[src/rtl/time_varying_rate_mean_converter_macros.svh]
// assertion macros for the rate mean converter
`ifndef TIME_VARYING_RATE_MEAN_CONVERTER_MACROS_SVH
`define TIME_VARYING_RATE_MEAN_CONVERTER_MACROS_SVH

`ifndef SYNTHESIS
// property that must hold at every clock edge
`define TVRMC_CHECK(lbl, expr) \
  lbl: assert property (@(posedge clk) disable iff (!rst_n) (expr)) \
    else $error("tvrmc check failed");
// property that must hold whenever a condition holds
`define TVRMC_IMPLY(lbl, ante, cons) \
  lbl: assert property (@(posedge clk) disable iff (!rst_n) (ante) |-> (cons)) \
    else $error("tvrmc implication failed");
`else
`define TVRMC_CHECK(lbl, expr)
`define TVRMC_IMPLY(lbl, ante, cons)
`endif

`endif

[src/rtl/tvrmc_ram.sv]
// generic simple dual port ram with registered read
`timescale 1ns / 1ps
module tvrmc_ram #(
  parameter int WIDTH = 33,
  parameter int DEPTH = 128
) (
  input  logic                     clk,
  input  logic                     we,
  input  logic [$clog2(DEPTH)-1:0] waddr,
  input  logic [WIDTH-1:0]         wdata,
  input  logic                     re,
  input  logic [$clog2(DEPTH)-1:0] raddr,
  output logic [WIDTH-1:0]         rdata
);

  logic [WIDTH-1:0] mem_r [DEPTH];
  logic [WIDTH-1:0] rdata_r;

  always_ff @(posedge clk) begin
    if (we) begin
      mem_r[waddr] <= wdata;
    end
    if (re) begin
      rdata_r <= mem_r[raddr];
    end
  end

  assign rdata = rdata_r;

endmodule

[config.mk]
export PLATFORM = sky130hd
export DESIGN_NAME = tvrmc_ram
export DESIGN_NICKNAME = d
export VERILOG_FILES = /design/src/rtl/time_varying_rate_mean_converter_macros.svh /design/src/rtl/tvrmc_ram.sv
export SDC_FILE = /design/constraint.sdc
export NUM_CORES = 2
export LEC_CHECK = 0
export ABC_AREA = 0
export BUFFER_PORTS_ARGS = -buffer_cell sky130_fd_sc_hd__buf_2
export CORE_ASPECT_RATIO = 0.6
export CORE_MARGIN = 5
export CORE_UTILIZATION = 45
export CTS_BUF_LIST = sky130_fd_sc_hd__clkbuf_4
export DETAILED_ROUTE_END_ITERATION = 8
export HOLD_SLACK_MARGIN = 0.15
export PLACE_DENSITY = 0.62
export SYNTH_ARGS = -nofsm -noshare
export SYNTH_HDL_FRONTEND = slang
export SYNTH_MEMORY_MAX_BITS = 65536
export SYNTH_SLANG_ARGS = --single-unit
[constraint.sdc]
create_clock -name clk -period 4.4 [get_ports clk]
set_input_delay 0.66 -clock clk [delete_from_list [all_inputs] [get_ports clk]]
set_output_delay 0.66 -clock clk [all_outputs]
set_load 0.1 [all_outputs]
* Yosys cells after proc, flatten, opt, wreduce, memory -nomap -nowiden
Memories as Yosys holds them, arrays and structs flattened. A register that Yosys moved wholly into a read port is not among the register bits.
Cells that the tools add are included.
** Cells by class
- Muxes and demuxes :: 2
** Operators with widths (count)
- 1-bit two-way mux :: 2
** Storage, ports and cells
- Register bits :: 0
- Bits in writable memories :: 4224
- Input port bits :: 50
- Memories kept :: 1
** Memories
- mem_r :: depth 128, bits a word 33, rd ports 1, clocked after Yosys merged registers in 1, wr ports 1, line tvrmc_ram.sv:16 : logic [WIDTH-1:0] mem_r [DEPTH];

* Depth between registers and ports, before layout
- Depth after elaboration :: 2
- Mapped depth :: 8
- Depth with buffers taken out :: 4

* Worst setup path after synthesis
No wires, ideal clock.
- Path type :: input port to flip-flop
- Start :: input we
- End :: memory mem_r[98][0] (enable)
- Arrival time :: 3.505 ns
- Data required time :: 3.936 ns
- Slack :: 0.431 ns
- Cell stages on the path :: 3
- Buffers on the path :: 1
- Cells stage by stage :: clkbuf_1 -> nand4_1 -> nor3_1
** Between the ends
- Cells in the longest elaborated chain, start to end :: 2
** Ends and longest elaborated chain
- start, declared :: line tvrmc_ram.sv:8 : input logic we,
- 1-bit two-way mux :: line tvrmc_ram.sv:20 : if (we) begin
- 1-bit two-way mux (implied by the code) :: line tvrmc_ram.sv:21 : mem_r[waddr] <= wdata;
- end, declared :: line tvrmc_ram.sv:16
No other way between the ends.

* Worst setup path after layout
- Start :: register rdata_r[19], in the netlist rdata[19], read port of mem_r
- End :: output rdata[19]
** RTL lines
- start, declared :: line tvrmc_ram.sv:17 : logic [WIDTH-1:0] rdata_r;
- end, declared :: line tvrmc_ram.sv:13 : output logic [WIDTH-1:0] rdata
No word-level cell between the ends.

==> summary.txt <==
Status = finished clean
Post-synthesis sequential area ratio = 79.2%
Crit path DAT = 2.82 ns
Top cells by area, synth = edfxtp_1 (79%), mux4_2 (19%), clkbuf_1 (0.43%)
Final instance area = 185000 um2
Mux contribution to synthesized area = 19.6%
RSZ-0062 raised after global routing = false
Detailed placement HPWL = 277 mm
Total GRT Usage = 25.8%
Max-cap violation count = 0
Clk Latency, worst-skew pair = 1.49 ns
Clock tree buffer depth = 4
Final GP Congestion = 0.826
H-Tree Depth = 6
Crit path max-delay cell type = edfxtp_1
Final Setup Violations = 0
Fin worst setup slack = 0.920 ns
Skew final = 0.122 ns
DR top layer = met5
Yosys warnings = 0
Post-layout util = 51.9%
Area leader, netlist = edfxtp_1
I/O pin total = 83
Post-synthesis compound-gate area fraction = 0%
Vias in the first global route = 79100
HP Class = input pin to flop
Clock Sinks = 4257
Largest net degree at the start of global routing = 129
Setup Buffers After CTS = 0
Simple-gate share of the synthesized area = 0.432%
Core area = 357000 um2
Buf/Inv on CP = 1
Grt ovf = 0
WL met2 = 200 mm
Met1 WL = 192 mm
Crit Path Class = flop to primary output
Slew HR = 7.64%
CP Launch Point = rdata[19]
Top-area cell type share of the netlist area = 79.2%
Max Slew Vio Count = 0
Post-Synth XOR/XNOR Area = 0%
Post-route ant nets = 0
Synth Area in Adders = 0%
Std cell rows = 170
CTS buffer count = 908
Nets@finish = 7360
Tcrit/Tclk final = 79.1%
CP top delay family = flip-flops
CTS tree = yes
WL final = 480 mm
Power density cells = 435 nW/um2
Root Buffer = clkbuf_4
DIE HEIGHT = 474 um
Starting Density = 45.2%
Fin. Hold Viols = 0
First DRT Iteration DRCs = 13100
Main combinational cell family by area after synthesis = multiplexers
Total power draw = 80500 uW
First-pass GRT wire length = 654 mm
Max stage delay on crit path = 0.77 ns
Hold Crit Start = wdata[7]
Startpoint types = flop
Mean Syn Cell Area = 26.2 um2
Initial antenna violation count = 101
TritonRoute pass-1 iters = 6
CP Max Fanout = 1
Final min period = 3.48 ns
Max Fclk = 287 MHz
Die X = 783 um
Detailed-route via count = 80900
VDD IR-drop max = 0.323 mV
RR Startpoint = mem_r[86][27]
Port bufs = 82
Worst EP required = 3.74 ns
Worst-path clk slew = 0.08 ns
Register bit count reported by yosys = 4257
Share of cells above drive strength 1 = 44.0%
DR vias/cell = 6.30
P&R area growth vs syn = 14.8%
Cells along the critical path = buf_2
Residual DRC = 0
Setup crit end kind = primary output
Lkg Pwr = 0.0577 uW
Least-Margin Pin Slew = 1.39 ns
Mapped Nets = 6221
Synth unique cells = 15
Cell count after synthesis = 6171
Setup TNS = 0 ns
FILL cells = 27400
Pre-CTS setup slack = 0.202 ns
Cell Area, Synth = 161000 um2
Die footprint = 371000 um2
Drt wl/cell = 37.4 um
Met3 wire len = 77.5 mm
Post-DP Area = 173000 um2
[registers in the layout, summed over array words and instances (netlist names)]
name	cells
rdata	33
mem_r	4224
[Yosys cell counts, drive strengths merged]
cell type	n
buf	141
clkbuf	184
edfxtp	4257
mux2	33
mux4	1386
nand2	14
nand2b	2
nand3	12
nand4	3
nor2	122
nor2b	7
nor3	9
or3	1
[timing repair]
action | CTS | global route
hold buffers | 65 | 0
gates resized for setup | 0 | 0
endpoints found under the hold margin | 5520 | 0
[worst paths after layout]
check	cells after the start	slack, ns	endpoint
setup / recovery	1	0.92	rdata[19]
hold / removal	2	0.32	mem_r[65][7]
setup reg to reg	5	1.33	rdata[27]
hold reg to reg	4	1.19	rdata[21]
[metal layers]
layer  GRT usage [%]  vias to the layer above
met2            34.5                     6409
li1                -                    30200
met1            39.2                    43500
met5               0                        -
met4            6.44                       48
met3            10.5                      717
[kinds of logic (layout without fill, tap and decap cells)]
family,count (synthesis),after routing
flops,4257,4257
mux,1419,1419
buf+inv,325,2134
simple gates,170,170
other cells,0,135
[placed cells by master (no fill, tap or decap), types with 2 or more instances in the layout]
master	instances
clkinvlp_4	5
clkinv_8	2
inv_2	11
nor2b_1	7
clkbuf_4	1411
nand2_1	14
buf_8	3
mux4_2	1386
diode_2	135
nand4_1	3
nand3_1	8
edfxtp_1	4257
buf_4	278
mux2_2	33
inv_6	9
buf_12	169
nand3_2	4
dlygate4sd3_1	62
bufinv_16	11
nor3_2	9
clkinv_1	112
nor2_1	3
nand2b_1	2
nor2_4	119
buf_2	41
clkinv_4	5
clkinv_2	13
[report_power, final]
group / leakage (uW) / switching [uW] / total [uW] / internal, uW
registers: 0.0383 / 110 / 44900 / 44800
logic: 0.0124 / 3370 / 5160 / 1780
clock network: 0.00700 / 15400 / 30500 / 15100
[stage by stage]
step / hold slack (ns) / cells
after detailed placement: 1.01 / 11100
final: 0.317 / 12800
after global placement: 0.996 / 11100
after floorplan: 0.759 / 6171
after CTS: 0.164 / 12700
after global routing: 0.253 / 12700
[layout make-up]
class,instances,area [um2],share of cell area [%]
antenna,135,338,0.182
sequential,4257,128000,69.0
clock inverter,169,1060,0.572
tap,4730,5920,3.19
clock buffer,1411,10600,5.72
timing repair buffer,554,6350,3.43
multi-input combinational,1589,33200,17.9
Note: power is estimated with default switching activity, not from simulation.
