--- src/rtl/time_varying_rate_mean_converter_macros.svh ---
// assertion macros for the rate mean converter
`ifndef TIME_VARYING_RATE_MEAN_CONVERTER_MACROS_SVH
`define TIME_VARYING_RATE_MEAN_CONVERTER_MACROS_SVH

`ifndef SYNTHESIS
// property that must hold at every clock edge
`define TVRMC_CHECK(lbl, expr) \
  lbl: assert property (@(posedge clk) disable iff (!rst_n) (expr)) \
    else $error("tvrmc check failed");
// property that must hold whenever a condition holds
`define TVRMC_IMPLY(lbl, ante, cons) \
  lbl: assert property (@(posedge clk) disable iff (!rst_n) (ante) |-> (cons)) \
    else $error("tvrmc implication failed");
`else
`define TVRMC_CHECK(lbl, expr)
`define TVRMC_IMPLY(lbl, ante, cons)
`endif

`endif

--- src/rtl/tvrmc_pkg.sv ---
// shared types and constants for the rate mean converter
`timescale 1ns / 1ps
package tvrmc_pkg;

  localparam int FRAC_BITS_DEF = 16;
  localparam int HORNER_CELLS  = 14;
  localparam int DIV_CELLS     = 32;
  localparam int FIFO_DEPTH    = 128;

  localparam logic [63:0] ONE_Q30  = 64'h0000_0000_4000_0000;
  localparam logic [63:0] LN2_Q30  = 64'd744261118;
  localparam logic [63:0] EXP_CUT  = 64'd22 << 30;

  localparam logic [1:0] FN_MEAN = 2'd0;
  localparam logic [1:0] FN_INIT = 2'd1;
  localparam logic [1:0] FN_JAC  = 2'd2;
  localparam logic [1:0] FN_NONE = 2'd3;

  typedef struct packed {
    logic [1:0]         func;
    logic [31:0]        rate_value;
    logic signed [31:0] rate_shift;
    logic [31:0]        time_to_tip;
  } in_item_t;

  typedef struct packed {
    logic [31:0] result;
    logic        saturated;
  } out_item_t;

  // per-request sideband carried along the series chain
  typedef struct packed {
    logic [1:0]  func;
    logic [31:0] value;
    logic        kzero;
    logic        pos;
    logic        mode;   // exponential branch
    logic        big;    // e^-x flushes to zero
    logic [4:0]  m;
    logic [63:0] xs;
  } side_t;

  typedef struct packed {
    logic sat;
    logic zero;
  } dflag_t;

endpackage

--- src/rtl/tvrmc_horner_cell.sv ---
// one horner step of the series chain: t = 1 - (v*t)/n, three register stages
`timescale 1ns / 1ps
module tvrmc_horner_cell #(
  parameter int IDX = 0
) (
  input  logic               clk,
  input  logic [29:0]        v_i,
  input  logic [30:0]        t_i,
  input  tvrmc_pkg::side_t   side_i,
  output logic [29:0]        v_o,
  output logic [30:0]        t_o,
  output tvrmc_pkg::side_t   side_o
);

  // g series runs n = 15..2, exponential series n = 12..1 behind two idle cells
  localparam int          NG     = 15 - IDX;
  localparam int          NE     = (IDX < 2) ? 1 : 14 - IDX;
  localparam logic        PASS_E = (IDX < 2);
  localparam logic [32:0] RG     = 33'((64'd1 << 32) / NG);
  localparam logic [32:0] RE     = 33'((64'd1 << 32) / NE);
  localparam logic [3:0]  NG_C   = 4'(NG);
  localparam logic [3:0]  NE_C   = 4'(NE);

  logic [59:0]      pa_r;
  logic [29:0]      va_r;
  logic [30:0]      ta_r;
  tvrmc_pkg::side_t sa_r;

  logic [29:0]      ab_r;
  logic [29:0]      qb_r;
  logic [29:0]      vb_r;
  logic [30:0]      tb_r;
  tvrmc_pkg::side_t sb_r;

  logic [29:0]      vc_r;
  logic [30:0]      tc_r;
  tvrmc_pkg::side_t sc_r;

  logic [29:0] quo_a;
  logic [62:0] qprod;
  logic [3:0]  n_c;
  logic [33:0] qn;
  logic [29:0] rem_c;
  logic [29:0] q_c;
  logic [30:0] t_nxt;

  always_comb begin
    quo_a = pa_r[59:30];
    qprod = 63'(quo_a) * 63'(sa_r.mode ? RE : RG);
    n_c   = sb_r.mode ? NE_C : NG_C;
    qn    = 34'(qb_r) * 34'(n_c);
    rem_c = ab_r - qn[29:0];
    // reciprocal estimate is at most one low
    q_c   = (rem_c >= 30'(n_c)) ? qb_r + 30'd1 : qb_r;
    if (sb_r.mode && PASS_E) begin
      t_nxt = tb_r;
    end else begin
      t_nxt = tvrmc_pkg::ONE_Q30[30:0] - 31'(q_c);
    end
  end

  always_ff @(posedge clk) begin
    pa_r <= 60'(61'(v_i) * 61'(t_i));
    va_r <= v_i;
    ta_r <= t_i;
    sa_r <= side_i;

    ab_r <= quo_a;
    qb_r <= qprod[61:32];
    vb_r <= va_r;
    tb_r <= ta_r;
    sb_r <= sa_r;

    vc_r <= vb_r;
    tc_r <= t_nxt;
    sc_r <= sb_r;
  end

  assign v_o    = vc_r;
  assign t_o    = tc_r;
  assign side_o = sc_r;

endmodule

--- config.mk ---
export PLATFORM = sky130hd
export DESIGN_NAME = tvrmc_horner_cell
export DESIGN_NICKNAME = d
export VERILOG_FILES = /design/src/rtl/time_varying_rate_mean_converter_macros.svh /design/src/rtl/tvrmc_pkg.sv /design/src/rtl/tvrmc_horner_cell.sv
export SDC_FILE = /design/constraint.sdc
export NUM_CORES = 2
export LEC_CHECK = 0
export BUFFER_PORTS_ARGS = -buffer_cell sky130_fd_sc_hd__buf_2
export CAP_MARGIN = 15
export CORE_MARGIN = 2
export CORE_UTILIZATION = 52
export DETAILED_ROUTE_END_ITERATION = 8
export PLACE_DENSITY_LB_ADDON = 0.1
export SKIP_CTS_REPAIR_TIMING = 1
export SLEW_MARGIN = 30
export SYNTH_ARGS = -nofsm -noshare
export SYNTH_HDL_FRONTEND = slang
export SYNTH_SLANG_ARGS = --single-unit
--- constraint.sdc ---
create_clock -name clk -period 28.8 [get_ports clk]
set_input_delay 5.76 -clock clk [delete_from_list [all_inputs] [get_ports clk]]
set_output_delay 5.76 -clock clk [all_outputs]
set_load 0.05 [all_outputs]
-- Word level (Yosys, flattened, before mapping)
Index checks and enable logic that the tools add are counted.
- $add $sub $neg: 3
- multiply operators: 3
- $lt $le $gt $ge: 1
- muxes and demuxes: 4
- operator list (kind ; number):
    $mul 30x33->62 ; 1
    $mul 30x31->60 ; 1
    $mux 33 ; 1
    $mux 31 ; 1
    $sub 31x30->31 const A ; 1
    $add 30x1->30 const B ; 1
    $ge 30x4->1 ; 1
    $mul 30x4->30 ; 1
    $mux 30 ; 1
    $sub 30x30->30 ; 1
    $mux 4 ; 1
- bits in registers: 624
- bits of input ports: 169
- output and inout port bits: 168
- logic and storage cells: 44

-- Longest topological paths before layout
- depth in word-level cells: 7
- depth in mapped cells: 33
- gate-level depth less buffers: 32

-- Worst setup path after synthesis
No wires, ideal clock.
- kind: input -> register
- start point: in v_i[6]
- end point: reg pa_r[39]
- setup time: 72 ps
- arrival time: 13065 ps
- required time: 28728 ps
- slack: 15663 ps
- cell stages on the path: 32
- buffers on the path: 1
- path through: clkbuf_1 > nand2_1 > fa_1 > inv_1 > fa_1 > fa_1 > inv_1 > fa_1 > inv_1 > fa_1 > inv_1 > fa_1 > inv_1 > fa_1 > inv_1 > fa_1 > inv_1 > ha_1 > a21o_1 > a211o_1 > a211o_1 > a22oi_1 > a21oi_1 > o21a_1 > o21a_1 > o21a_1 > o21ai_0 > a21boi_0 > o21a_1 > o21a_1 > nor2_1 > xnor2_1
- cells in the longest elaborated chain, start to end: 1
- RTL lines (what ; RTL line ; RTL):
    from (decl) ; tvrmc_horner_cell.sv:7 ; input logic [29:0] v_i,
    $mul 30x31->60 ; tvrmc_horner_cell.sv:63 ; pa_r <= 60'(61'(v_i) * 61'(t_i));
    to (signal assigned) ; tvrmc_horner_cell.sv:63 ;
    to (decl) ; tvrmc_horner_cell.sv:24 ; logic [59:0] pa_r;
Every way passes these cells.

-- Worst setup path in the final report
- start point: in t_i[20]
- end point: reg pa_r[59]
- cells in the longest elaborated chain, start to end: 1
- RTL lines (what ; RTL line ; RTL):
    from (decl) ; tvrmc_horner_cell.sv:8 ; input logic [30:0] t_i,
    $mul 30x31->60 ; tvrmc_horner_cell.sv:63 ;
Every way passes these cells.

==> summary.txt <==
Synth-to-Final Area Change - 9.07%
top cells by count, synth - inv_1 (1055), fa_1 (983), nand2_1 (602)
post-detail-place hpwl - 109000 um
area of the mapped netlist - 53700 um^2
final wirelength - 143000 um
gp weighted congestion - 0.911
H-tree Lvls - 2
Fill cells - 9060
GRT met2 Usage - 45.8%
Post-Place Worst Slack - 14.36 ns
global route overflow - 0
die height - 325 um
crit-path max FO - 31
worst path buffer plus inverter count - 5
Worst path slowest cell - buf_2
Root Buffer - clkbuf_16
DIE AREA - 106000 um^2
Clock Path Buffers - 3
ANT cells - 0
top cells by area, synth - fa_1 (37%), dfxtp_1 (22%), ha_1 (12%)
area leader, netlist - fa_1
GRT Overall Usage - 27.6%
status - completed
FF+latch count, synth - 594
Slew Viols, Final - 0
mean post-synth cell area - 10.1 um^2
Finished Cell Area - 58600 um^2
worst-margin pin slew - 1.04 ns
antenna-violating nets left - 0
DRC errors left - 0
RSZ-0062 raised after global routing - no
CP delay by family, top - adder cells
max cap viols - 0
I/O Pins - 337
FF+latch area - 11900 um^2
global-route met1 utilization - 37.8%
Via density - 5.26
CORE AREA - 102000 um^2
met3 Use GR - 5.04%
# setup viols final - 0
row count - 117
setup ws final - 15.04 ns
nets - 7174
wire per inst - 20.6 um
Critical Path AT - 14.33 ns
Slew HR - 30.5%
first-pass GRT wire length - 224000 um
fin crit share - 47.8%
Crit path top cell by count - fa_1
Vias - 36.4k
initial antenna violation count - 8
CP max stage delay - 0.71 ns
Hold Fails Final Rpt - 0
PortBufs - 336
Hold Path Class - register to register
CTS clk-pin slew, worst paths - 0.06 ns
largest net degree at the start of global routing - 62
utilization after layout - 57.4%
CP Capture Type - register
highest clock rate - 72.7 MHz
vias in the first global route - 38.3k
Crit Path Category - primary input to register
Yosys cell types - 79
clk sinks - 594
Setup Skew - 0.0516 ns
DR iter-0 viols - 2399
YS warnings - 0
Tmin final - 13.76 ns
Post-synth EDFFs - 0
setup_tns - 0 ns
synthesized instance count - 5319
CTS tree - yes
most common cell in the netlist - inv_1
DRT Pass-1 Iters - 7
WP data required - 29.37 ns
starting density of the core - 52.6%
Yosys top cell area share - 36.6%
share of cells above drive strength 1 - 8.85%
placed cell areas - 56400 um^2
Startpoint Class - primary input
GR peak layer - met2
die span in x - 325 um
worst-skew pair later-pin latency - 0.69 ns
TritonCTS Buffers - 61
Seq/Total Area, Yosys - 22.1%
FFs w/ async S/R, synth - 0%
Synth Flop Type - dfxtp_1
multi-input logic area - 37000 um^2
[area by class of cell]
cell class	instances	share of cell area, %
clock inverters	32	0.827
multi-input cells	3435	63.1
well taps	1368	2.92
repair buffers	361	3.22
clock buffers	81	2.87
inverters	1055	6.76
flip-flops and latches	594	20.3
[layer usage]
layer	part of all wire, %	up-vias	wire [um]
li1	-	16400	-
met1	43	18400	61200
met2	47	1339	67300
met3	7.6	220	10900
met4	2.4	2	3420
met5	0.0091	-	13
[cells in the final DEF (no fill, tap or decap), types with 39 or more instances in the layout]
cell type	instances
inv_1	1055
fa_1	983
nand2_1	602
dfxtp_1	592
ha_1	514
and2_1	450
buf_2	335
nor2_1	108
xnor2_1	97
a21oi_1	80
o21ai_0	77
clkbuf_16	61
nor3_1	53
a21o_1	43
nand3_1	41
nor2b_1	39
[per-stage QoR]
stage                     std cells  hold slack, ns
after global placement         6812           0.310
after global routing           6926           0.301
after floorplan                5324           0.310
after detailed placement       6812           0.312
final                          6926           0.305
after CTS                      6925           0.306
[final timing paths]
| check | endpoint | cells past startpoint | from | slack [ns] |
|---|---|---|---|---|
| hold / removal | sb_r[4] | 0 | sa_r[4] | 0.31 |
| setup reg to reg | t_o[14] | 26 | sb_r[70] | 19.56 |
| setup / recovery | pa_r[59] | 28 | t_i[20] | 15.04 |
| hold reg to reg | sb_r[4] | 0 | sa_r[4] | 0.31 |
[kinds of logic after synthesis]
| logic type | Yosys count | share of synthesized area, % |
|---|---|---|
| other | 1 | 0.00698 |
| XOR/XNOR | 131 | 2.14 |
| multiplexers | 24 | 0.478 |
| AND/OR/NAND/NOR | 1433 | 13.3 |
| buffers and inverters | 1295 | 9.08 |
| AO/OA/AOI/OAI | 344 | 4.21 |
| flip-flops | 594 | 22.1 |
| adder cells (fa/ha/maj) | 1497 | 48.6 |
[sequential cells by signal (all words and copies together), names as in the netlist]
register / flops
ab_r: 30
pa_r: 30
qb_r: 30
sa_r: 107
sb_r: 107
side_o: 107
t_o: 31
ta_r: 31
tb_r: 31
v_o: 30
va_r: 30
vb_r: 30
Power is left out: the tool's default activity adds up to more than one toggle a clock period on the data nets, which glitch-free logic cannot reach.
