`config.mk`:
```
export PLATFORM = sky130hd
export DESIGN_NAME = tvrmc_div_cell
export DESIGN_NICKNAME = d
export VERILOG_FILES = /design/src/rtl/time_varying_rate_mean_converter_macros.svh /design/src/rtl/tvrmc_pkg.sv /design/src/rtl/tvrmc_div_cell.sv
export SDC_FILE = /design/constraint.sdc
export NUM_CORES = 1
export LEC_CHECK = 0
export BUFFER_PORTS_ARGS = -buffer_cell sky130_fd_sc_hd__buf_4
export CORE_ASPECT_RATIO = 1.75
export CORE_MARGIN = 4
export CORE_UTILIZATION = 30
export CTS_BUF_LIST = sky130_fd_sc_hd__clkbuf_4 sky130_fd_sc_hd__clkbuf_8
export DETAILED_ROUTE_END_ITERATION = 7
export SYNTH_ARGS = -nofsm -noshare
export SYNTH_HDL_FRONTEND = slang
export SYNTH_SLANG_ARGS = --single-unit
```
`constraint.sdc`:
```
create_clock -name clk -period 8.6 [get_ports clk]
set_input_delay 0.43 -clock clk [delete_from_list [all_inputs] [get_ports clk]]
set_output_delay 0.43 -clock clk [all_outputs]
set_load 0.02 [all_outputs]
```
`src/rtl/time_varying_rate_mean_converter_macros.svh`:
```
// assertion macros for the rate mean converter
`ifndef TIME_VARYING_RATE_MEAN_CONVERTER_MACROS_SVH
`define TIME_VARYING_RATE_MEAN_CONVERTER_MACROS_SVH

`ifndef SYNTHESIS
// property that must hold at every clock edge
`define TVRMC_CHECK(lbl, expr) \
  lbl: assert property (@(posedge clk) disable iff (!rst_n) (expr)) \
    else $error("tvrmc check failed");
// property that must hold whenever a condition holds
`define TVRMC_IMPLY(lbl, ante, cons) \
  lbl: assert property (@(posedge clk) disable iff (!rst_n) (ante) |-> (cons)) \
    else $error("tvrmc implication failed");
`else
`define TVRMC_CHECK(lbl, expr)
`define TVRMC_IMPLY(lbl, ante, cons)
`endif

`endif

```
`src/rtl/tvrmc_pkg.sv`:
```
// shared types and constants for the rate mean converter
`timescale 1ns / 1ps
package tvrmc_pkg;

  localparam int FRAC_BITS_DEF = 16;
  localparam int HORNER_CELLS  = 14;
  localparam int DIV_CELLS     = 32;
  localparam int FIFO_DEPTH    = 128;

  localparam logic [63:0] ONE_Q30  = 64'h0000_0000_4000_0000;
  localparam logic [63:0] LN2_Q30  = 64'd744261118;
  localparam logic [63:0] EXP_CUT  = 64'd22 << 30;

  localparam logic [1:0] FN_MEAN = 2'd0;
  localparam logic [1:0] FN_INIT = 2'd1;
  localparam logic [1:0] FN_JAC  = 2'd2;
  localparam logic [1:0] FN_NONE = 2'd3;

  typedef struct packed {
    logic [1:0]         func;
    logic [31:0]        rate_value;
    logic signed [31:0] rate_shift;
    logic [31:0]        time_to_tip;
  } in_item_t;

  typedef struct packed {
    logic [31:0] result;
    logic        saturated;
  } out_item_t;

  // per-request sideband carried along the series chain
  typedef struct packed {
    logic [1:0]  func;
    logic [31:0] value;
    logic        kzero;
    logic        pos;
    logic        mode;   // exponential branch
    logic        big;    // e^-x flushes to zero
    logic [4:0]  m;
    logic [63:0] xs;
  } side_t;

  typedef struct packed {
    logic sat;
    logic zero;
  } dflag_t;

endpackage

```
`src/rtl/tvrmc_div_cell.sv`:
```
// one restoring division step: brings down a dividend bit, shifts in a quotient bit
`timescale 1ns / 1ps
module tvrmc_div_cell (
  input  logic                clk,
  input  logic [63:0]         rem_i,
  input  logic [31:0]         lo_i,
  input  logic [63:0]         c_i,
  input  tvrmc_pkg::dflag_t   flg_i,
  output logic [63:0]         rem_o,
  output logic [31:0]         lo_o,
  output logic [63:0]         c_o,
  output tvrmc_pkg::dflag_t   flg_o
);

  logic [64:0] rem2;
  logic        ge;
  logic [64:0] diff;

  logic [63:0]       rem_r;
  logic [31:0]       lo_r;
  logic [63:0]       c_r;
  tvrmc_pkg::dflag_t flg_r;

  always_comb begin
    rem2 = {rem_i, lo_i[31]};
    ge   = rem2 >= {1'b0, c_i};
    diff = rem2 - {1'b0, c_i};
  end

  always_ff @(posedge clk) begin
    rem_r <= ge ? diff[63:0] : rem2[63:0];
    lo_r  <= {lo_i[30:0], ge};
    c_r   <= c_i;
    flg_r <= flg_i;
  end

  assign rem_o = rem_r;
  assign lo_o  = lo_r;
  assign c_o   = c_r;
  assign flg_o = flg_r;

endmodule
```
# Word-level counts from Yosys, hierarchy flattened
# Cells that the tools add are included.
[totals] ff_bits=162 input_bits=163 out_inout_bits=162 elab_cells=8
[classes] addsub=1 n_lt_le_gt_ge=1 mux=1
[ops] cell="65-bit by 64-bit greater-or-equal comparator with 1-bit output" count=1
[ops] cell="64-bit 2-to-1 mux" count=1
[ops] cell="64-bit subtractor" count=1

# Logic depth before layout (Yosys ltp)
# Gate-level depths: netlist of run 1.
[depth] depth_word=2 depth_mapped=17 mapped_depth_nobuf=13

# Worst setup path before layout of run 1
# No wires, ideal clock.
[synth_timing] path_type="input to register" from="input port c_i[1]" to="register rem_r[53], in the netlist rem_o[53]" setup_time_ns=0.121 arrival_time_ns=3.550 required_time_ns=8.479 slack_ns=4.929 stages=16 path_buffers=3 cell_sequence="inv_1 -> ha_1 -> nor2b_2 -> o21ai_1 -> o21a_2 -> o31a_1 -> o31a_1 -> o41ai_2 -> a41o_2 -> a31oi_4 -> o211a_1 -> buf_6 -> clkinv_4 -> buf_12 -> buf_12 -> mux2_4"
[synth_between] elab_chain_cells=2 elab_cells_between_ends=3 classes_between="add/sub (1); order compare (1); mux (1)"
[synth_lines] element="start: declaration" line="tvrmc_div_cell.sv:7" rtl="input logic [63:0] c_i,"
[synth_lines] element="65-bit by 64-bit greater-or-equal comparator with 1-bit output" line="tvrmc_div_cell.sv:26" rtl="ge = rem2 >= {1'b0, c_i};"
[synth_lines] element="net ge" line="tvrmc_div_cell.sv:16" rtl="logic ge;"
[synth_lines] element="64-bit 2-to-1 mux" line="tvrmc_div_cell.sv:31" rtl="rem_r <= ge ? diff[63:0] : rem2[63:0];"
[synth_lines] element="end signal: assignment" line="tvrmc_div_cell.sv:31"
[synth_lines] element="end: declaration" line="tvrmc_div_cell.sv:19" rtl="logic [63:0] rem_r;"
# The timed path passes the listed nets, and every way through them passes these cells.

# Worst setup path in the final report of run 1
[layout_timing] from="input port c_i[4]" to="register rem_r[44], in the netlist rem_o[44]"
[layout_between] elab_chain_cells=2 elab_cells_between_ends=3 classes_between="add/sub (1); order compare (1); mux (1)"
[layout_lines] element="64-bit subtractor or 65-bit by 64-bit greater-or-equal comparator with 1-bit output (tied branches)" line="tvrmc_div_cell.sv:27, tvrmc_div_cell.sv:26"
[layout_lines] element="64-bit 2-to-1 mux *" line="tvrmc_div_cell.sv:31"
# Every way passes the cells marked *; elsewhere a longest branch is shown, timed or not.

==> results of run 1 <==
-- layout make-up --
| class | instances | area, um2 |
|---|---|---|
| Fill cell | 2600 | 14500 |
| Multi-Input combinational cell | 584 | 4390 |
| Timing Repair Buffer | 408 | 3270 |
| Sequential cell | 162 | 3240 |
| Tap cell | 324 | 405 |
| Inverter | 81 | 309 |
| Clock buffer | 21 | 289 |
| Clock inverter | 11 | 174 |
| Antenna cell | 1 | 2.50 |
-- layout by cell type (no fill, tap or decap), drive strengths merged, types with 5 or more instances in the layout --
cell type    count
ha              64
a31oi            9
nor2b            8
dfxtp          162
and3            11
nand2           58
a21oi           71
inv             81
o21ai           36
a21o            36
mux2i            5
buf            324
clkbuf          21
o21bai          13
nand4           15
nor2            37
mux2            58
dlygate4sd3     84
a21boi           5
xnor2           37
o31ai            7
nand3           10
xor2            19
nor3             9
a211oi           7
-- where the power goes --
group / leakage (nW) / switching (mW) / internal, mW
Clock: 0.225 / 0.302 / 0.348
Combinational: 4.28 / 0.411 / 0.366
Sequential: 1.37 / 0.0265 / 0.842
Total: 5.87 / 0.739 / 1.56
-- state kept, by name (all words and copies together), names as in the netlist --
signal,count
rem_o,64
flg_o,2
c_o,64
lo_o,32
-- worst max path at each step --
stage / end / from / depth (start not counted) / slack (ns)
CTS: rem_o[44] / c_i[4] / 15 / 4.09
floorplan: rem_o[53] / c_i[1] / 16 / 4.93
global route: rem_o[44] / c_i[4] / 15 / 3.84
finish: rem_o[44] / c_i[4] / 15 / 4.05
detailed placement: rem_o[44] / c_i[1] / 14 / 4.04
global placement: rem_o[35] / c_i[1] / 14 / 4.11
-- stage by stage --
stage	cell area (um2)	total power, mW	util [%]	hold WS (ns)	worst slack, ns
after floorplan	8100	1.33	-	0.458	4.93
after global placement	10800	1.63	40.6	0.535	4.11
after detailed placement	10800	1.63	40.6	0.536	4.04
after CTS	12100	2.33	45.5	0.000229	4.09
after global routing	12100	2.42	45.5	0.00665	3.84
final	12100	2.30	45.5	0.0553	4.05
-- layer usage --
layer | track usage [%] | vias to the layer above | part of all wire, %
li1 | - | 3820 | -
met3 | 4.02 | 49 | 4.9
met4 | 8.49 | 0 | 3.1
met2 | 36.2 | 262 | 57
met1 | 17.3 | 3609 | 35
met5 | 0 | - | 0
-- repair_timing --
item                                   in CTS  in global routing
endpoints found under the hold margin      84                  0
buffers inserted                            0                  0
hold buffers                               84                  0
-- cell families after synthesis --
| kind of cell | synth area share [%] |
|---|---|
| fa+ha+maj | 10.1 |
| xor+xnor | 6.05 |
| mux | 9.00 |
| compound gates | 18.4 |
| buf+inv | 5.76 |
| flops | 40.0 |
| simple gates | 10.6 |
==> summary.txt, run 1 <==
Logic synthesis
  • Yosys top cell area share: 40.0%
  • Top cells by area, synth: dfxtp_1 40%, ha_1 9.9%, mux2_2 7.1%, a21oi_1 4.4%, xnor2_1 4.0%
  • Syn Inst Count: about 850
  • Synth Flop Type: dfxtp_1
  • Post-synth cell types: between 60 and 70
  • Yosys reg bits: roughly 160
  • Syn nets: between 1000 and 1500
  • Asr flop ratio synth: 0%
  • Post-synth top cells: 162 x dfxtp_1, 80 x inv_1, 71 x a21oi_1
  • Count leader, synth: dfxtp_1
  • Largest area contributor in the netlist: dfxtp_1
  • Syn_area_per_cell: 9.49 um2
  • Post-synthesis sequential area ratio: 40.0%
  • Number of synthesis warnings: 0
  • Post-synth EDFFs: 0
  • Synth Cell Area: just over 8000 um2

Clock tree
  • CTS tree: yes
  • Clock-pin slew on the worst setup and hold paths: 0.08 ns
  • Resize count post-CTS: 0
  • Max Buffers Root-to-Sink: 2
  • Clock root buffer: clkbuf_8
  • Num CTS Buffers: 17
  • Clock sink count: approximately 160
  • H-tree depth: 4

Layout
  • Area Growth Syn to Fin: 49.2%
  • Final std cells w/o fill: 1592
  • Share of cells above drive strength 1: between 30% and 40%
  • Final net count: around 1500

Floorplan
  • Row cnt: 79
  • Area of the core: 26600 um2
  • Die area: approximately 30000 um2
  • Die W: around 130 um
  • Io pins: approximately 330
  • Starting Density: between 30 and 40%
  • Die height: approximately 230 um

Timing
  • Final period util: a little over half
  • Fmax: 220 MHz
  • Number of hold violations in the final report: 0
  • Slew Viols, Final: 0
  • Fin crit period: around 4.5 ns
  • Final setup vio count: 0
  • RSZ-0062 raised after global routing: false
  • Worst slew pin tran: approximately 1.2 ns
  • Total Neg Setup Slack: 0 ns
  • Rel. slew slack: between 20% and 30%

Global route
  • Overall routing resource usage: 18.1%
  • Total congestion overflow: 0
  • Pin count of the biggest net entering global routing: 60
  • First-pass GRT wire length: ~42000 um
  • Vias in the first global route: 8112
  • Antenna violations before repair: 1

Detailed routing
  • Final wirelength: 27800 um
  • DR DRC count: 0
  • Via count: a little under 8000
  • Vias per Instance: 4.86
  • Routed Antenna Nets: 0
  • Routed length per placed instance: between 15 and 20 um
  • Drt first pass iters: 5
  • Initial drt markers: between 300 and 400

Worst setup path
  • CP Launch Type: input port
  • Most frequent CP cell: o31a_1
  • Critical Path End Type: flip-flop
  • CP arrival: between 4 and 5 ns
  • Critical Setup Path Class: in -> reg
  • CP top delay family: compound AO/OA/AOI/OAI gates
  • Critical-path cell list: dlygate4sd3_1, buf_4, inv_1, ha_1, a21o_1, a31oi_1, o21a_2, o31a_1, o31a_1, o41ai_2, a41o_2, a31oi_4, o211a_1, clkinv_4, mux2_2
  • Critical Path RT: about 9.0 ns
  • Worst-path cell with the longest stage delay: dlygate4sd3_1
  • CP bufs+invs: 4
  • CP max stage delay: between 0.5 and 0.6 ns
  • Worst-path fanout max: 59

Power
  • Worst vdd ir: roughly 0.000095 V
  • P_leak: just under 6 nW
  • PwrDens: 190 nW/um2

Min path
  • Hold path start: c_i[37]
  • Hold Path Stages: 1
  • WHS Endpoint: c_o[37]
  • Hold crit path type: in -> reg

Flow run
  • Max cap viols: 0

Outcome
  • Status: finished, final reports clean

Placed design
  • Final Wtd Congestion: between 0.8 and 0.9
  • Port Buffer Count: about 320
  • Placed insts: roughly 1500
  • Detailed Place HPWL: around 22000 um
Power figures use the tool's default switching activity.
==> run 2: changes to the inputs <==
ABC_AREA = 1   (was not set)
clock period = 3.9 ns   (was 8.6 ns; I/O delays follow)
==> run 2 against run 1 <==
Effect of this change:
- global-route usage grew 5.3 points
- via count grew 54%
- clock-buffer cell count shrank 4
- total power grew 130%
- cell area grew 28%
- sequential cell count is the same
- utilization shrank 0.76 points
- critical endpoint is now rem_o[45]
==> summary.txt, run 2 <==
Worst setup path
  • Critical Setup Path Class: in -> reg (unchanged)
  • CP Launch Type: input port (unchanged)
  • Worst-path fanout max: 29 (was 59)
  • Critical Path End Type: flip-flop (unchanged)
  • Critical Path RT: 4.37 ns (was 8.98 ns)
  • Worst-path cell with the longest stage delay: dlygate4sd3_1 (unchanged)
  • Critical-path cell list: dlygate4sd3_1, buf_4, ha_1, a21oi_1, nor2_1, nor2_1, nor2_1, nor2_1, nand3_2, nor2_4, buf_4, nand3_1, nand2_1 (was dlygate4sd3_1, buf_4, inv_1, ha_1, a21o_1, a31oi_1, o21a_2, o31a_1, o31a_1, o41ai_2, a41o_2, a31oi_4, o211a_1, clkinv_4, mux2_2)
  • CP bufs+invs: 3 (was 4)
  • CP top delay family: simple AND/OR/NAND/NOR gates (was compound AO/OA/AOI/OAI gates)
  • CP arrival: 3.33 ns (was 4.93 ns)
  • CP max stage delay: 0.55 ns (was 0.52 ns)
  • Most frequent CP cell: nor2_1 (was o31a_1)

Timing
  • Worst slew pin tran: 0.596 ns (was 1.15 ns)
  • RSZ-0062 raised after global routing: false (unchanged)
  • Fmax: between 300 and 400 MHz
  • Number of hold violations in the final report: 0 (unchanged)
  • Slew Viols, Final: 0 (unchanged)
  • Rel. slew slack: 60.2% (was 21.2%)
  • Final setup vio count: 0 (unchanged)
  • Min Hold Slack: 0.320 ns (was 0.0553 ns)
  • Fin crit period: 2.86 ns
  • Final period util: between 70% and 80%
  • Total Neg Setup Slack: 0 ns (unchanged)

Logic synthesis
  • Post-synthesis sequential area ratio: 30.8% (was 40.0%)
  • Post-synth top cells: 678 x nand2_1, 381 x inv_1, 162 x dfxtp_1 (was 162 x dfxtp_1, 80 x inv_1, 71 x a21oi_1)
  • Largest family of logic cells by synthesized area: simple AND/OR/NAND/NOR gates (was compound AO/OA/AOI/OAI gates)
  • Synth Flop Type: dfxtp_1 (unchanged)
  • Post-synthesis compound-gate area fraction: 2.65% (was 18.4%)
  • Largest area contributor in the netlist: dfxtp_1 (unchanged)
  • Count leader, synth: nand2_1 (was dfxtp_1)
  • Synth Cell Area: 10500 um2 (was 8100 um2)
  • Top cells by area, synth: dfxtp_1 31%, nand2_1 24%, inv_1 14%, ha_1 7.6%, nand3_1 6.7% (was dfxtp_1 40%, ha_1 9.9%, mux2_2 7.1%, a21oi_1 4.4%, xnor2_1 4.0%)
  • Yosys reg bits: 162 (unchanged)
  • Post-synth EDFFs: 0 (unchanged)
  • Number of synthesis warnings: 0 (unchanged)
  • Mux cell area share after synthesis: 0% (was 9.00%)
  • Xor/xnor cell area share of the yosys netlist: 2.58% (was 6.05%)
  • Synth Area in Adders: 7.81% (was 10.1%)
  • Syn Inst Count: 1742 (was 854)
  • Simple-gate share of the synthesized area: 40.5% (was 10.6%)
  • Post-synth cell types: 34 (was 69)
  • Yosys top cell area share: 30.8% (was 40.0%)
  • Syn nets: 1970 (was 1082)
  • Syn_area_per_cell: 6.03 um2 (was 9.49 um2)
  • Asr flop ratio synth: 0% (unchanged)

Global route
  • Total congestion overflow: 0 (unchanged)
  • Vias in the first global route: 12400 (was 8112)
  • First-pass GRT wire length: 67200 um (was 42100 um)
  • Overall routing resource usage: 23.4% (was 18.1%)
  • Pin count of the biggest net entering global routing: 68 (was 60)
  • Antenna violations before repair: 1 (unchanged)

Power
  • P_leak: 8.91 nW (was 5.87 nW)
  • Pwr Total: 5.21 mW (was 2.30 mW)
  • PwrDens: 337 nW/um2 (was 190 nW/um2)
  • Worst vdd ir: 0.000227 V (was 0.0000948 V)

Detailed routing
  • Routed Antenna Nets: 0 (unchanged)
  • Vias per Instance: 4.40 (was 4.86)
  • DR DRC count: 0 (unchanged)
  • Via count: 11900 (was 7740)
  • Routed length per placed instance: 16.8 um (was 17.5 um)
  • Drt first pass iters: 5 (unchanged)
  • Final wirelength: 45400 um (was 27800 um)
  • Initial drt markers: 413 (was 374)

Min path
  • Hold crit path type: in -> reg (unchanged)

Placed design
  • Detailed Place HPWL: 37800 um (was 22000 um)
  • Final Wtd Congestion: 0.980 (was 0.867)
  • Port Buffer Count: 324 (unchanged)

Outcome
  • Status: finished, final reports clean (unchanged)

Floorplan
  • Die height: 256 um (was 225 um)
  • Starting Density: 30.4% (was 30.5%)
  • Die W: 150 um (was 132 um)
  • Area of the core: 34600 um2 (was 26600 um2)
  • Io pins: 325 (unchanged)
  • Row cnt: 90 (was 79)
  • Die area: 38200 um2 (was 29800 um2)

Clock tree
  • Clock-pin slew on the worst setup and hold paths: 0.10 ns (was 0.08 ns)
  • H-tree depth: 4 (unchanged)
  • CTS tree: yes (unchanged)
  • Resize count post-CTS: 0 (unchanged)
  • Max Buffers Root-to-Sink: 2 (unchanged)
  • Clock sink count: 162 (unchanged)
  • Num CTS Buffers: 17 (unchanged)
  • Clock root buffer: clkbuf_8 (unchanged)

Layout
  • Commonest non-fill, non-tap cells in the layout: 678 x nand2_1, 381 x inv_1, 327 x buf_4 (was 324 x buf_4, 162 x dfxtp_1, 84 x dlygate4sd3_1)
  • Final design utilization: 44.7% (was 45.5%)
  • Share of cells above drive strength 1: 19.3% (was 33.7%)
  • Area Growth Syn to Fin: 47.0% (was 49.2%)
  • FILL cells: 3603 (was 2600)
  • Leading cell type in the layout, fill and taps excluded: nand2_1 (was buf_4)
  • Final net count: 2459 (was 1482)

Flow run
  • Max cap viols: 0 (unchanged)
-- run 2: routing by layer --
metal | vias up | global-route usage [%] | routed length (um)
li1 | 6151 | - | -
met3 | 119 | 3.45 | 1870
met4 | 0 | 16.5 | 3420
met5 | - | 0 | 0
met1 | 5255 | 19.4 | 14100
met2 | 370 | 47.9 | 26000
-- run 2: cell type report --
cell class,instances,area [um2],share of cell area [%]
diodes,2,5.00,0.0324
clock buffers,17,234,1.51
clock inverters,15,178,1.15
inverters,401,1510,9.74
multi-input cells,1160,5630,36.4
flip-flops and latches,162,3240,21.0
well taps,460,576,3.72
repair buffers,489,4090,26.4
-- run 2: repair_timing --
item,4_1_cts,5_1_grt
hold buffers,161,0
setup endpoints to repair,0,0
endpoints found under the hold margin,161,0
buffers inserted,0,0
-- run 2: report_power, final --
group	switching (mW)	internal (mW)
sequential	0.0613	1.84
combinational	1.21	0.793
clock	0.722	0.586
total	1.99	3.22
-- run 2: path summary, 6_finish.rpt --
path	startpoint	depth (start not counted)	to
worst min-delay path	lo_i[14]	2	lo_o[15]
worst max-delay path	rem_i[57]	13	rem_o[45]
-- run 2: cell families (layout without fill, tap and decap cells) --
logic type / after synthesis / in the layout
AO/OA/AOI/OAI: 54 / 54
AND/OR/NAND/NOR: 1010 / 1010
XOR/XNOR: 31 / 31
buffers and inverters: 420 / 922
other: 0 / 2
flip-flops: 162 / 162
adder cells (fa/ha/maj): 65 / 65
-- run 2: per-stage QoR --
stage | setup slack [ns] | instance area [um2] | std cells
floorplan | 2.05 | 10500 | 1742
global placement | 1.11 | 13400 | 2511
detailed placement | 1.09 | 13400 | 2511
CTS | 1.08 | 15400 | 2704
global route | 0.867 | 15500 | 2705
finish | 1.04 | 15500 | 2706
